===== config.mk =====
export PLATFORM = sky130hd
export DESIGN_NAME = log_table_atan2_8bit
export DESIGN_NICKNAME = d
export VERILOG_FILES = /design/src/sv/latan_pkg.sv /design/src/sv/log_table_atan2_8bit.sv
export SDC_FILE = /design/constraint.sdc
export NUM_CORES = 1
export LEC_CHECK = 0
export BUFFER_PORTS_ARGS = -buffer_cell sky130_fd_sc_hd__buf_4
export CORE_AREA = 2 2 105 107
export DETAILED_ROUTE_END_ITERATION = 7
export DIE_AREA = 0 0 107 109
export GPL_ROUTABILITY_DRIVEN = 0
export PLACE_DENSITY_LB_ADDON = 0.3
export SETUP_SLACK_MARGIN = 0.15
export SYNTH_ARGS = -nofsm -noshare
export SYNTH_HDL_FRONTEND = slang
export SYNTH_SLANG_ARGS = --single-unit
export TNS_END_PERCENT = 5

===== constraint.sdc =====
create_clock -name clk -period 9.09 [get_ports clk]
set_clock_uncertainty 0.05 [all_clocks]
set_input_delay 0.909 -clock clk [delete_from_list [all_inputs] [get_ports clk]]
set_output_delay 0.909 -clock clk [all_outputs]
set_load 0.1 [all_outputs]

===== src/sv/latan_pkg.sv =====
`timescale 1ns / 1ps
// ----------------------------------------------------------------------------
// latan_pkg: shared types and tables for the 8-bit vector angle unit.
// Holds the log2 table, the arctangent table and the octant masks.
// ----------------------------------------------------------------------------
package latan_pkg;

  localparam int DeltaWidth = 9;
  localparam int AngleWidth = 8;

  typedef logic signed [DeltaWidth-1:0] delta_t;
  typedef logic signed [AngleWidth-1:0] angle_t;
  typedef logic [7:0] byte_t;

  localparam angle_t ANGLE_POS_X = 8'sh00;
  localparam angle_t ANGLE_POS_Y = 8'sh40;
  localparam angle_t ANGLE_NEG_Y = 8'shC0;
  localparam angle_t ANGLE_NEG_X = 8'sh80;

  // Indexed by {x negative, y negative, log of x at least log of y}.
  localparam byte_t OCTANT_MASK [8] = '{
    8'h3F, 8'h00, 8'hC0, 8'hFF, 8'h40, 8'h7F, 8'hBF, 8'h80
  };

  // Thirty-two times log2 of the index.
  localparam byte_t LOG2_ROM [256] = '{
    8'h00,8'h00,8'h20,8'h32,8'h40,8'h4a,8'h52,8'h59,8'h60,8'h65,8'h6a,8'h6e,8'h72,8'h76,8'h79,8'h7d,
    8'h80,8'h82,8'h85,8'h87,8'h8a,8'h8c,8'h8e,8'h90,8'h92,8'h94,8'h96,8'h98,8'h99,8'h9b,8'h9d,8'h9e,
    8'ha0,8'ha1,8'ha2,8'ha4,8'ha5,8'ha6,8'ha7,8'ha9,8'haa,8'hab,8'hac,8'had,8'hae,8'haf,8'hb0,8'hb1,
    8'hb2,8'hb3,8'hb4,8'hb5,8'hb6,8'hb7,8'hb8,8'hb9,8'hb9,8'hba,8'hbb,8'hbc,8'hbd,8'hbd,8'hbe,8'hbf,
    8'hc0,8'hc0,8'hc1,8'hc2,8'hc2,8'hc3,8'hc4,8'hc4,8'hc5,8'hc6,8'hc6,8'hc7,8'hc7,8'hc8,8'hc9,8'hc9,
    8'hca,8'hca,8'hcb,8'hcc,8'hcc,8'hcd,8'hcd,8'hce,8'hce,8'hcf,8'hcf,8'hd0,8'hd0,8'hd1,8'hd1,8'hd2,
    8'hd2,8'hd3,8'hd3,8'hd4,8'hd4,8'hd5,8'hd5,8'hd5,8'hd6,8'hd6,8'hd7,8'hd7,8'hd8,8'hd8,8'hd9,8'hd9,
    8'hd9,8'hda,8'hda,8'hdb,8'hdb,8'hdb,8'hdc,8'hdc,8'hdd,8'hdd,8'hdd,8'hde,8'hde,8'hde,8'hdf,8'hdf,
    8'hdf,8'he0,8'he0,8'he1,8'he1,8'he1,8'he2,8'he2,8'he2,8'he3,8'he3,8'he3,8'he4,8'he4,8'he4,8'he5,
    8'he5,8'he5,8'he6,8'he6,8'he6,8'he7,8'he7,8'he7,8'he7,8'he8,8'he8,8'he8,8'he9,8'he9,8'he9,8'hea,
    8'hea,8'hea,8'hea,8'heb,8'heb,8'heb,8'hec,8'hec,8'hec,8'hec,8'hed,8'hed,8'hed,8'hed,8'hee,8'hee,
    8'hee,8'hee,8'hef,8'hef,8'hef,8'hef,8'hf0,8'hf0,8'hf0,8'hf1,8'hf1,8'hf1,8'hf1,8'hf1,8'hf2,8'hf2,
    8'hf2,8'hf2,8'hf3,8'hf3,8'hf3,8'hf3,8'hf4,8'hf4,8'hf4,8'hf4,8'hf5,8'hf5,8'hf5,8'hf5,8'hf5,8'hf6,
    8'hf6,8'hf6,8'hf6,8'hf7,8'hf7,8'hf7,8'hf7,8'hf7,8'hf8,8'hf8,8'hf8,8'hf8,8'hf9,8'hf9,8'hf9,8'hf9,
    8'hf9,8'hfa,8'hfa,8'hfa,8'hfa,8'hfa,8'hfb,8'hfb,8'hfb,8'hfb,8'hfb,8'hfc,8'hfc,8'hfc,8'hfc,8'hfc,
    8'hfd,8'hfd,8'hfd,8'hfd,8'hfd,8'hfd,8'hfe,8'hfe,8'hfe,8'hfe,8'hfe,8'hff,8'hff,8'hff,8'hff,8'hff
  };

  // Arctangent indexed by the log difference.
  localparam byte_t ATAN_ROM [256] = '{
    8'h00,8'h00,8'h00,8'h00,8'h00,8'h00,8'h00,8'h00,8'h00,8'h00,8'h00,8'h00,8'h00,8'h00,8'h00,8'h00,
    8'h00,8'h00,8'h00,8'h00,8'h00,8'h00,8'h00,8'h00,8'h00,8'h00,8'h00,8'h00,8'h00,8'h00,8'h00,8'h00,
    8'h00,8'h00,8'h00,8'h00,8'h00,8'h00,8'h00,8'h00,8'h00,8'h00,8'h00,8'h00,8'h00,8'h00,8'h00,8'h00,
    8'h00,8'h00,8'h00,8'h00,8'h00,8'h00,8'h00,8'h00,8'h00,8'h00,8'h00,8'h00,8'h00,8'h00,8'h00,8'h00,
    8'h00,8'h00,8'h00,8'h00,8'h00,8'h00,8'h00,8'h00,8'h00,8'h00,8'h00,8'h00,8'h00,8'h00,8'h00,8'h00,
    8'h00,8'h00,8'h00,8'h00,8'h00,8'h01,8'h01,8'h01,8'h01,8'h01,8'h01,8'h01,8'h01,8'h01,8'h01,8'h01,
    8'h01,8'h01,8'h01,8'h01,8'h01,8'h01,8'h01,8'h01,8'h01,8'h01,8'h01,8'h01,8'h01,8'h01,8'h01,8'h01,
    8'h01,8'h01,8'h01,8'h01,8'h01,8'h02,8'h02,8'h02,8'h02,8'h02,8'h02,8'h02,8'h02,8'h02,8'h02,8'h02,
    8'h02,8'h02,8'h02,8'h02,8'h02,8'h02,8'h02,8'h02,8'h03,8'h03,8'h03,8'h03,8'h03,8'h03,8'h03,8'h03,
    8'h03,8'h03,8'h03,8'h03,8'h03,8'h04,8'h04,8'h04,8'h04,8'h04,8'h04,8'h04,8'h04,8'h04,8'h04,8'h04,
    8'h05,8'h05,8'h05,8'h05,8'h05,8'h05,8'h05,8'h05,8'h06,8'h06,8'h06,8'h06,8'h06,8'h06,8'h06,8'h06,
    8'h07,8'h07,8'h07,8'h07,8'h07,8'h07,8'h08,8'h08,8'h08,8'h08,8'h08,8'h08,8'h09,8'h09,8'h09,8'h09,
    8'h09,8'h0a,8'h0a,8'h0a,8'h0a,8'h0b,8'h0b,8'h0b,8'h0b,8'h0c,8'h0c,8'h0c,8'h0c,8'h0d,8'h0d,8'h0d,
    8'h0d,8'h0e,8'h0e,8'h0e,8'h0e,8'h0f,8'h0f,8'h0f,8'h10,8'h10,8'h10,8'h11,8'h11,8'h11,8'h12,8'h12,
    8'h12,8'h13,8'h13,8'h13,8'h14,8'h14,8'h15,8'h15,8'h15,8'h16,8'h16,8'h17,8'h17,8'h17,8'h18,8'h18,
    8'h19,8'h19,8'h19,8'h1a,8'h1a,8'h1b,8'h1b,8'h1c,8'h1c,8'h1c,8'h1d,8'h1d,8'h1e,8'h1e,8'h1f,8'h1f
  };

endpackage


===== src/sv/log_table_atan2_8bit.sv =====
`timescale 1ns / 1ps
// An accepted item goes through the input register and then the result
// register to angle. Throughput: one item per cycle while the result side is
// free; the two registers form a two-stage pipeline that stalls otherwise.
// Reset clears both stage valid flags; the data registers are not reset.
// ----------------------------------------------------------------------------
// log_table_atan2_8bit: vector angle from log2 and arctangent tables.
// Returns the angle of (delta_x, delta_y) with 256 units per full turn.
// ----------------------------------------------------------------------------
module log_table_atan2_8bit (
  input  logic                    clk,
  input  logic                    rst,
  input  logic                    delta_valid,
  output logic                    delta_ready,
  input  latan_pkg::delta_t       delta_x,
  input  latan_pkg::delta_t       delta_y,
  output logic                    angle_valid,
  input  logic                    angle_ready,
  output latan_pkg::angle_t       angle
);

  logic              s1_valid;
  latan_pkg::delta_t s1_dx;
  latan_pkg::delta_t s1_dy;
  logic              s2_ready;

  logic [8:0]        mag_x;
  logic [8:0]        mag_y;
  logic              big;
  logic [7:0]        half_x;
  logic [7:0]        half_y;
  logic              neg_x;
  logic              neg_y;
  latan_pkg::byte_t  log_x;
  latan_pkg::byte_t  log_y;
  latan_pkg::byte_t  diff;
  logic              x_ge;
  latan_pkg::byte_t  idx;
  logic [2:0]        oct;
  latan_pkg::angle_t angle_next;

  assign s2_ready    = !angle_valid || angle_ready;
  assign delta_ready = !s1_valid || s2_ready;

  always_ff @(posedge clk) begin
    if (rst) begin
      s1_valid <= 1'b0;
    end else if (delta_ready) begin
      s1_valid <= delta_valid;
    end
  end

  always_ff @(posedge clk) begin
    if (delta_ready && delta_valid) begin
      s1_dx <= delta_x;
      s1_dy <= delta_y;
    end
  end

  always_comb begin
    mag_x  = s1_dx[8] ? (~s1_dx + 9'd1) : s1_dx;
    mag_y  = s1_dy[8] ? (~s1_dy + 9'd1) : s1_dy;
    big    = mag_x[8] | mag_x[7] | mag_y[8] | mag_y[7];
    half_x = big ? mag_x[8:1] : mag_x[7:0];
    half_y = big ? mag_y[8:1] : mag_y[7:0];
    neg_x  = s1_dx[8] && (half_x != 8'd0);
    neg_y  = s1_dy[8] && (half_y != 8'd0);
    log_x  = latan_pkg::LOG2_ROM[half_x];
    log_y  = latan_pkg::LOG2_ROM[half_y];
    diff   = log_x - log_y;
    x_ge   = log_x >= log_y;
    idx    = x_ge ? ~diff : diff;
    oct    = {neg_x, neg_y, x_ge};
    if (s1_dx == 9'sd0) begin
      angle_next = (s1_dy > 9'sd0) ? latan_pkg::ANGLE_POS_Y : latan_pkg::ANGLE_NEG_Y;
    end else if (s1_dy == 9'sd0) begin
      angle_next = (s1_dx > 9'sd0) ? latan_pkg::ANGLE_POS_X : latan_pkg::ANGLE_NEG_X;
    end else begin
      angle_next = latan_pkg::angle_t'(latan_pkg::ATAN_ROM[idx]
                                        ^ latan_pkg::OCTANT_MASK[oct]);
    end
  end

  always_ff @(posedge clk) begin
    if (rst) begin
      angle_valid <= 1'b0;
    end else if (s2_ready) begin
      angle_valid <= s1_valid;
    end
  end

  always_ff @(posedge clk) begin
    if (s2_ready && s1_valid) begin
      angle <= angle_next;
    end
  end

  a_accept_fills_s1 : assert property (@(posedge clk) disable iff (rst)
    delta_valid && delta_ready |=> s1_valid)
    else $error("Accepted item did not reach the input register.");

  a_s1_moves_on : assert property (@(posedge clk) disable iff (rst)
    s1_valid && s2_ready |=> angle_valid)
    else $error("Registered item did not reach the result register.");

  a_vertical_axis : assert property (@(posedge clk) disable iff (rst)
    s1_valid && s2_ready && (s1_dx == 9'sd0)
      |=> (angle == latan_pkg::ANGLE_POS_Y) || (angle == latan_pkg::ANGLE_NEG_Y))
    else $error("Vector on the vertical axis gave a wrong angle.");

  a_stall_holds_s1 : assert property (@(posedge clk) disable iff (rst)
    s1_valid && !s2_ready |=> s1_valid && $stable(s1_dx) && $stable(s1_dy))
    else $error("Input register changed while the result side stalled.");

endmodule

# Word level (Yosys, flattened, before mapping)
# Memory sizes are Yosys's and may differ from the RTL's.
# Cells that the tools add are included.
[op_classes] magnitude_cmp=7 mux=17 addsub=3 bitwise_logic=11 reduce_logical=12
[op_table] cell="$mux W8" n=15
[op_table] cell="$ge A9 B9 Y1 const B" n=3
[op_table] cell="$not A8 Y9" n=3
[op_table] cell="$add A9 B1 Y9 const B" n=2
[op_table] cell="$gt A9 B1 Y1 const B" n=2
[op_table] cell="$logic_not A9 Y1" n=2
[op_table] cell="$mux W9" n=2
[op_table] cell="$not A9 Y9" n=2
[op_table] cell="$reduce_bool A8 Y1" n=2
[op_table] cell="$ge A8 B8 Y1" n=1
[op_table] cell="$not A8 Y8" n=1
[op_table] cell="$sub A8 B8 Y8" n=1
[op_table] cell="$xor A8 B8 Y8" n=1
[op_table] cell="$ge A4 B4 Y1 const B" n=1
[op_table] cell="$logic_and A1 B1 Y1" n=4
[op_table] cell="$not A3 Y4" n=1
[op_table] cell="$or A1 B1 Y1" n=3
[op_table] cell="$logic_not A1 Y1" n=2
[op_table] cell="$logic_or A1 B1 Y1" n=2
[word_totals] memories=4 inputBits=22 romBits=6208 reg_bits=28
[memory_table] memory="(no name shown)" words=256 word_bits=8 rd=1 rd_clocked_by_memory_dff=0 wr=0 line_no="log_table_atan2_8bit.sv:79" text="angle_next = latan_pkg::angle_t'(latan_pkg::ATAN_ROM[idx]"
[memory_table] memory="(no name shown)" words=256 word_bits=8 rd=1 rd_clocked_by_memory_dff=0 wr=0 line_no="log_table_atan2_8bit.sv:69" text="log_y = latan_pkg::LOG2_ROM[half_y];"
[memory_table] memory="(no name shown)" words=256 word_bits=8 rd=1 rd_clocked_by_memory_dff=0 wr=0 line_no="log_table_atan2_8bit.sv:68" text="log_x = latan_pkg::LOG2_ROM[half_x];"
[memory_table] memory="(no name shown)" words=8 word_bits=8 rd=1 rd_clocked_by_memory_dff=0 wr=0 line_no="log_table_atan2_8bit.sv:80" text="^ latan_pkg::OCTANT_MASK[oct]);"

# Depth between registers and ports, before layout
[depth] ltp_word=21 depth_mapped=35 ltp_nobuf=30

# Least setup slack after synthesis
# OpenSTA, ideal clock, no wires.
[synth_path] path_type="flip-flop to flip-flop" start="register s1_dy[0]" end="register angle[0] (data pin)" stages_incl_launch_ff=32 period_less_slack_ns=7.489 required_ns=8.780 t_arrival_ns=7.179 path_slack_ns=1.601 setup_ns=0.260 cell_sequence="edfxtp_1 or3_1 o311ai_0 o21ai_1 buf_2 nand2_1 buf_2 mux2i_2 inv_1 ha_1 clkbuf_1 nand2_1 a21oi_1 a311oi_1 o21ai_0 a221oi_1 ha_1 inv_1 fa_1 a211oi_1 o21ai_0 a21oi_1 clkbuf_1 buf_2 xnor2_1 ha_1 o21ba_2 o32a_1 o21ai_0 nand3_1 a31oi_1 mux2_2"
[synth_between] elab_chain_cells=20
[synth_rtl] item="start, declared" line_no="log_table_atan2_8bit.sv:24" text="latan_pkg::delta_t s1_dy;"
[synth_rtl] item="start signal, assigned" line_no="log_table_atan2_8bit.sv:56" text="s1_dy <= delta_y;"
[synth_rtl] item="$not A9 Y9" line_no="log_table_atan2_8bit.sv:62" text="mag_y = s1_dy[8] ? (~s1_dy + 9'd1) : s1_dy;"
[synth_rtl] item="$add A9 B1 Y9" line_no="log_table_atan2_8bit.sv:62"
[synth_rtl] item="$mux W9" line_no="log_table_atan2_8bit.sv:62"
[synth_rtl] item="$or A1 B1 Y1 (2 in series)" line_no="log_table_atan2_8bit.sv:63" text="big = mag_x[8] | mag_x[7] | mag_y[8] | mag_y[7];"
[synth_rtl] item="$mux W8, on equally long branches" line_no="log_table_atan2_8bit.sv:64, log_table_atan2_8bit.sv:65"
[synth_rtl] item="$not A8 Y9, on equally long branches" line_no="log_table_atan2_8bit.sv:68, log_table_atan2_8bit.sv:69"
[synth_rtl] item="$mem_v2 Z256 W8, on equally long branches"
[synth_rtl] item="$mux W8, on equally long branches (2 in series)" line_no="log_table_atan2_8bit.sv:68, log_table_atan2_8bit.sv:69"
[synth_rtl] item="$sub A8 B8 Y8" line_no="log_table_atan2_8bit.sv:70" text="diff = log_x - log_y;"
[synth_rtl] item="$not A8 Y8" line_no="log_table_atan2_8bit.sv:72" text="idx = x_ge ? ~diff : diff;"
[synth_rtl] item="$mux W8" line_no="log_table_atan2_8bit.sv:72"
[synth_rtl] item="$not A8 Y9 (not written as such)" line_no="log_table_atan2_8bit.sv:79"
[synth_rtl] item="$mem_v2 Z256 W8"
[synth_rtl] item="$mux W8 (not written as such) (2 in series)" line_no="log_table_atan2_8bit.sv:79"
[synth_rtl] item="$xor A8 B8 Y8" line_no="log_table_atan2_8bit.sv:80"
[synth_rtl] item="$mux W8 *" line_no="log_table_atan2_8bit.sv:76" text="end else if (s1_dy == 9'sd0) begin"
[synth_rtl] item="$mux W8 *" line_no="log_table_atan2_8bit.sv:74" text="if (s1_dx == 9'sd0) begin"
[synth_rtl] item="end signal, assigned" line_no="log_table_atan2_8bit.sv:94" text="angle <= angle_next;"
[synth_rtl] item="end, declared" line_no="log_table_atan2_8bit.sv:19" text="output latan_pkg::angle_t angle"
# Mark *: on every way between the ends. The rest lies on a longest branch, timed or not. The select of a mux whose other input is x is not followed.
# A chain may end at the register's enable or synchronous reset.

# Final worst setup path
[layout_path] start="register s1_dx[0]" end="register angle[0] (data pin)"
[layout_between] elab_chain_cells=21
[layout_rtl] item="start, declared" line_no="log_table_atan2_8bit.sv:23" text="latan_pkg::delta_t s1_dx;"
[layout_rtl] item="start signal, assigned" line_no="log_table_atan2_8bit.sv:55" text="s1_dx <= delta_x;"
[layout_rtl] item="$not A9 Y9" line_no="log_table_atan2_8bit.sv:61" text="mag_x = s1_dx[8] ? (~s1_dx + 9'd1) : s1_dx;"
[layout_rtl] item="$add A9 B1 Y9" line_no="log_table_atan2_8bit.sv:61"
[layout_rtl] item="$mux W9" line_no="log_table_atan2_8bit.sv:61"
[layout_rtl] item="$or A1 B1 Y1 (3 in series)" line_no="log_table_atan2_8bit.sv:63"
[layout_rtl] item="$mux W8, on equally long branches" line_no="log_table_atan2_8bit.sv:64, log_table_atan2_8bit.sv:65"
[layout_rtl] item="$not A8 Y9, on equally long branches" line_no="log_table_atan2_8bit.sv:68, log_table_atan2_8bit.sv:69"
[layout_rtl] item="$mem_v2 Z256 W8, on equally long branches"
[layout_rtl] item="$mux W8, on equally long branches (2 in series)" line_no="log_table_atan2_8bit.sv:68, log_table_atan2_8bit.sv:69"
[layout_rtl] item="$sub A8 B8 Y8" line_no="log_table_atan2_8bit.sv:70"
[layout_rtl] item="$not A8 Y8" line_no="log_table_atan2_8bit.sv:72"
[layout_rtl] item="$mux W8" line_no="log_table_atan2_8bit.sv:72"
[layout_rtl] item="$not A8 Y9 (not written as such)" line_no="log_table_atan2_8bit.sv:79"
[layout_rtl] item="$mem_v2 Z256 W8"
[layout_rtl] item="$mux W8 (not written as such) (2 in series)" line_no="log_table_atan2_8bit.sv:79"
[layout_rtl] item="$xor A8 B8 Y8" line_no="log_table_atan2_8bit.sv:80"
[layout_rtl] item="$mux W8" line_no="log_table_atan2_8bit.sv:76"
[layout_rtl] item="$mux W8 *" line_no="log_table_atan2_8bit.sv:74"
# Marks and branches as above.

==> metrics.cfg <==
[run_status]
status=completed

[critical_path]
cp_data_required_time_ns=9.09
critPathArrivalTime_ns=8.30
cp_max_fo=16
worst-setup-path-type=reg2reg
cp-end-kind=flop
cp-start-kind=flop

[layout]
stdcell_count=836
fin_nets=755
area_growth_pct=7.386
fillerInstances=1003
drive_gt1_share_pct=11.06
num_antenna_cells=0

[timing]
tns_ns=0
timing.fmax_mhz=120.5
min_period_ns=8.295
setup_viol_count_final=0
drv_slew=0
fin_crit_sh_pct=91.26
rsz0062_at_grt=false
worst_pin_slew_ns=1.094
maxSlewHeadroom_pct=26.57
hold_viol_final=0

[synthesis]
synthesis.instances=700
synth-main-ff-cell=edfxtp_1
yosys_warnings=0
synth-edff-count=26
synth_most_common_cell=nor2_1
syn_nets=758
synth_top_area_cell=edfxtp_1
synth.distinct_cells=76
ys_top_cells_by_area=edfxtp_1 16%, ha_1 8.7%, a21oi_1 6.0%
synth_area_um2=5031
async_flop_share_pct=0
ys_seq_area_share_pct=16.31
synth_seq_cells=28
postSynthAreaPerCell_um2=7.187
synth_top_area_share_pct=15.52
synth_commonest_cells=73 x nor2_1, 70 x nand2_1, 60 x a21oi_1, 59 x o21ai_0, 35 x ha_1

[routing]
drc=0
wl_per_cell_um=17.44
drt_iter0_markers=491
vias=5518
via_per_inst=6.600
first_pass_iters=5
ant_nets=0
wl_um=14580

[clock_tree]
post_cts_buffers=0
cts.htree.levels=1
hold_buffers=0
cts_tree=done
cts_made_buffers=3
clockBufferDepth=2
worstSkewPairLatency_ns=0.28
cts.sinks=28
clk_pin_slew_ns=0.10
cts_resized=0
cts_root_buf=clkbuf_8

[min_path]
worstHoldPathType=reg2reg

[floorplan]
die_w_um=107
start_util_pct=47.45
coreArea_um2=10600
ioPinCount=32
rows=38
die_h_um=109
die-area_um2=11660

[pwr]
powerDensity_nw_per_um2=357.7
cellLeakagePower_nw=1.999
internal_power_mw=0.8465
combPwrFrac_pct=85.0
p_clk_share_pct=5.2
totalPowerFinal_mw=1.932
power_frac_seq_pct=9.8
switchingPower_mw=1.086
ir_drop_v=0.0002079
netSwitchingFraction_pct=56.19

[job]
drv_cap=0

[placed_design]
place_hpwl_um=10690
dp_cells=832
portBuffers=31

[grt]
antenna_found_initial=0
grt_pass1_vias=5014
grt_pass1_wl_um=24480
grt_usage_pct=25.10
grt_max_degree=25
grt_overflow_total=0

## power by group through the flow
stage | Combinational (mW) | Clock, mW | Sequential, mW
2_1_floorplan | 1.19 | 0 | 0.281
3_3_place_gp | 1.58 | 0 | 0.191
3_5_place_dp | 1.59 | 0 | 0.192
4_1_cts | 1.61 | 0.102 | 0.189
5_1_grt | 1.80 | 0.108 | 0.192
6_report | 1.64 | 0.101 | 0.190
## path summary, 6_finish.rpt
path | start | endpoint | slack (ns) | depth (start not counted)
hold reg to reg | s1_valid | angle_valid | 0.47 | 2
setup / recovery | s1_dx[0] | angle[0] | 0.79 | 26
setup reg to reg | s1_dx[0] | angle[0] | 0.79 | 26
hold / removal | s1_valid | angle_valid | 0.47 | 2
## layout make-up
type,instances,area [um2],area share (%)
clock buffers,3,41.29,0.7642
flip-flops and latches,28,820.8,15.19
repair buffers,44,330.3,6.114
clock inverters,1,30.03,0.5558
inverters,21,78.83,1.459
well taps,140,175.2,3.242
multi-input cells,599,3926,72.67
## through the flow
step / worst slack, ns / instance area (um2) / hold slack [ns] / utilization (%)
detailed placement: 0.3983 / 5313 / 0.4606 / 50.11
floorplan: 1.601 / 5031 / 0.4278 / -
global placement: 0.7992 / 5313 / 0.4530 / 50.11
finish: 0.7945 / 5403 / 0.4735 / 50.96
global route: 0.2149 / 5403 / 0.5276 / 50.96
CTS: 0.3484 / 5384 / 0.4778 / 50.78
## metal layers
metal  share of wire, %  GRT usage, %  routed length [um]  vias to the layer above
met1                 43         34.75                6263                     2524
met4                2.3         6.308                 336                        0
met3                8.3         2.451                1210                       45
met5                  0             0                   0                        -
met2                 46         42.13                6772                      305
li1                   -             -                   -                     2644
## worst max-delay path, cell delays in order, from the launching register on
cell	delay [ns]
edfxtp_1	0.49
or4_4	0.60
o31a_1	0.32
o21ai_2	0.37
nand2_2	0.30
mux2i_4	0.50
inv_1	0.25
ha_1	0.36
nand2_1	0.10
a21oi_1	0.08
a311oi_1	0.33
o21ai_0	0.14
a221oi_1	0.48
ha_1	0.24
inv_1	0.06
fa_1	0.45
a211oi_1	0.37
o21ai_0	0.23
a21oi_1	0.52
buf_4	0.32
nor3_1	0.10
o21ba_2	0.24
o32a_1	0.27
o21ai_0	0.17
nand3_1	0.10
a31oi_1	0.25
mux2_2	0.35
## sequential cells by signal, summed over array words and instances (netlist names)
| register | flops |
|---|---|
| angle_valid | 1 |
| s1_dx | 9 |
| s1_valid | 1 |
| angle | 8 |
| s1_dy | 9 |
## kinds of logic (layout without fill, tap and decap cells)
group           after synthesis  count (layout)  share of synthesized area (%)
compound gates              269             269                          36.06
simple gates                239             239                          21.91
buf+inv                      73              69                          6.093
xor+xnor                     39              39                          7.162
fa+ha+maj                    36              36                          9.102
flops                        28              28                          16.31
mux                          16              16                          3.357
## placed cells by master, fill, tap and decap left out, types with 6 or more instances in the layout
cell type and n:
nor3_1 25, o22ai_1 8, edfxtp_1 26, xnor2_1 26, o21ai_0 59, xor2_1 12, nor2_1 73, buf_4 44
or3_1 6, o211ai_1 9, a211oi_1 19, o221ai_1 8, inv_1 21, mux2i_1 11, a21o_1 7, nand2_1 69
nand3_1 20, nand2b_1 9, o31ai_1 7, a221oi_1 10, a21oi_1 60, a31oi_1 14, ha_1 35
No activity file was read; power rests on OpenSTA's default activity.
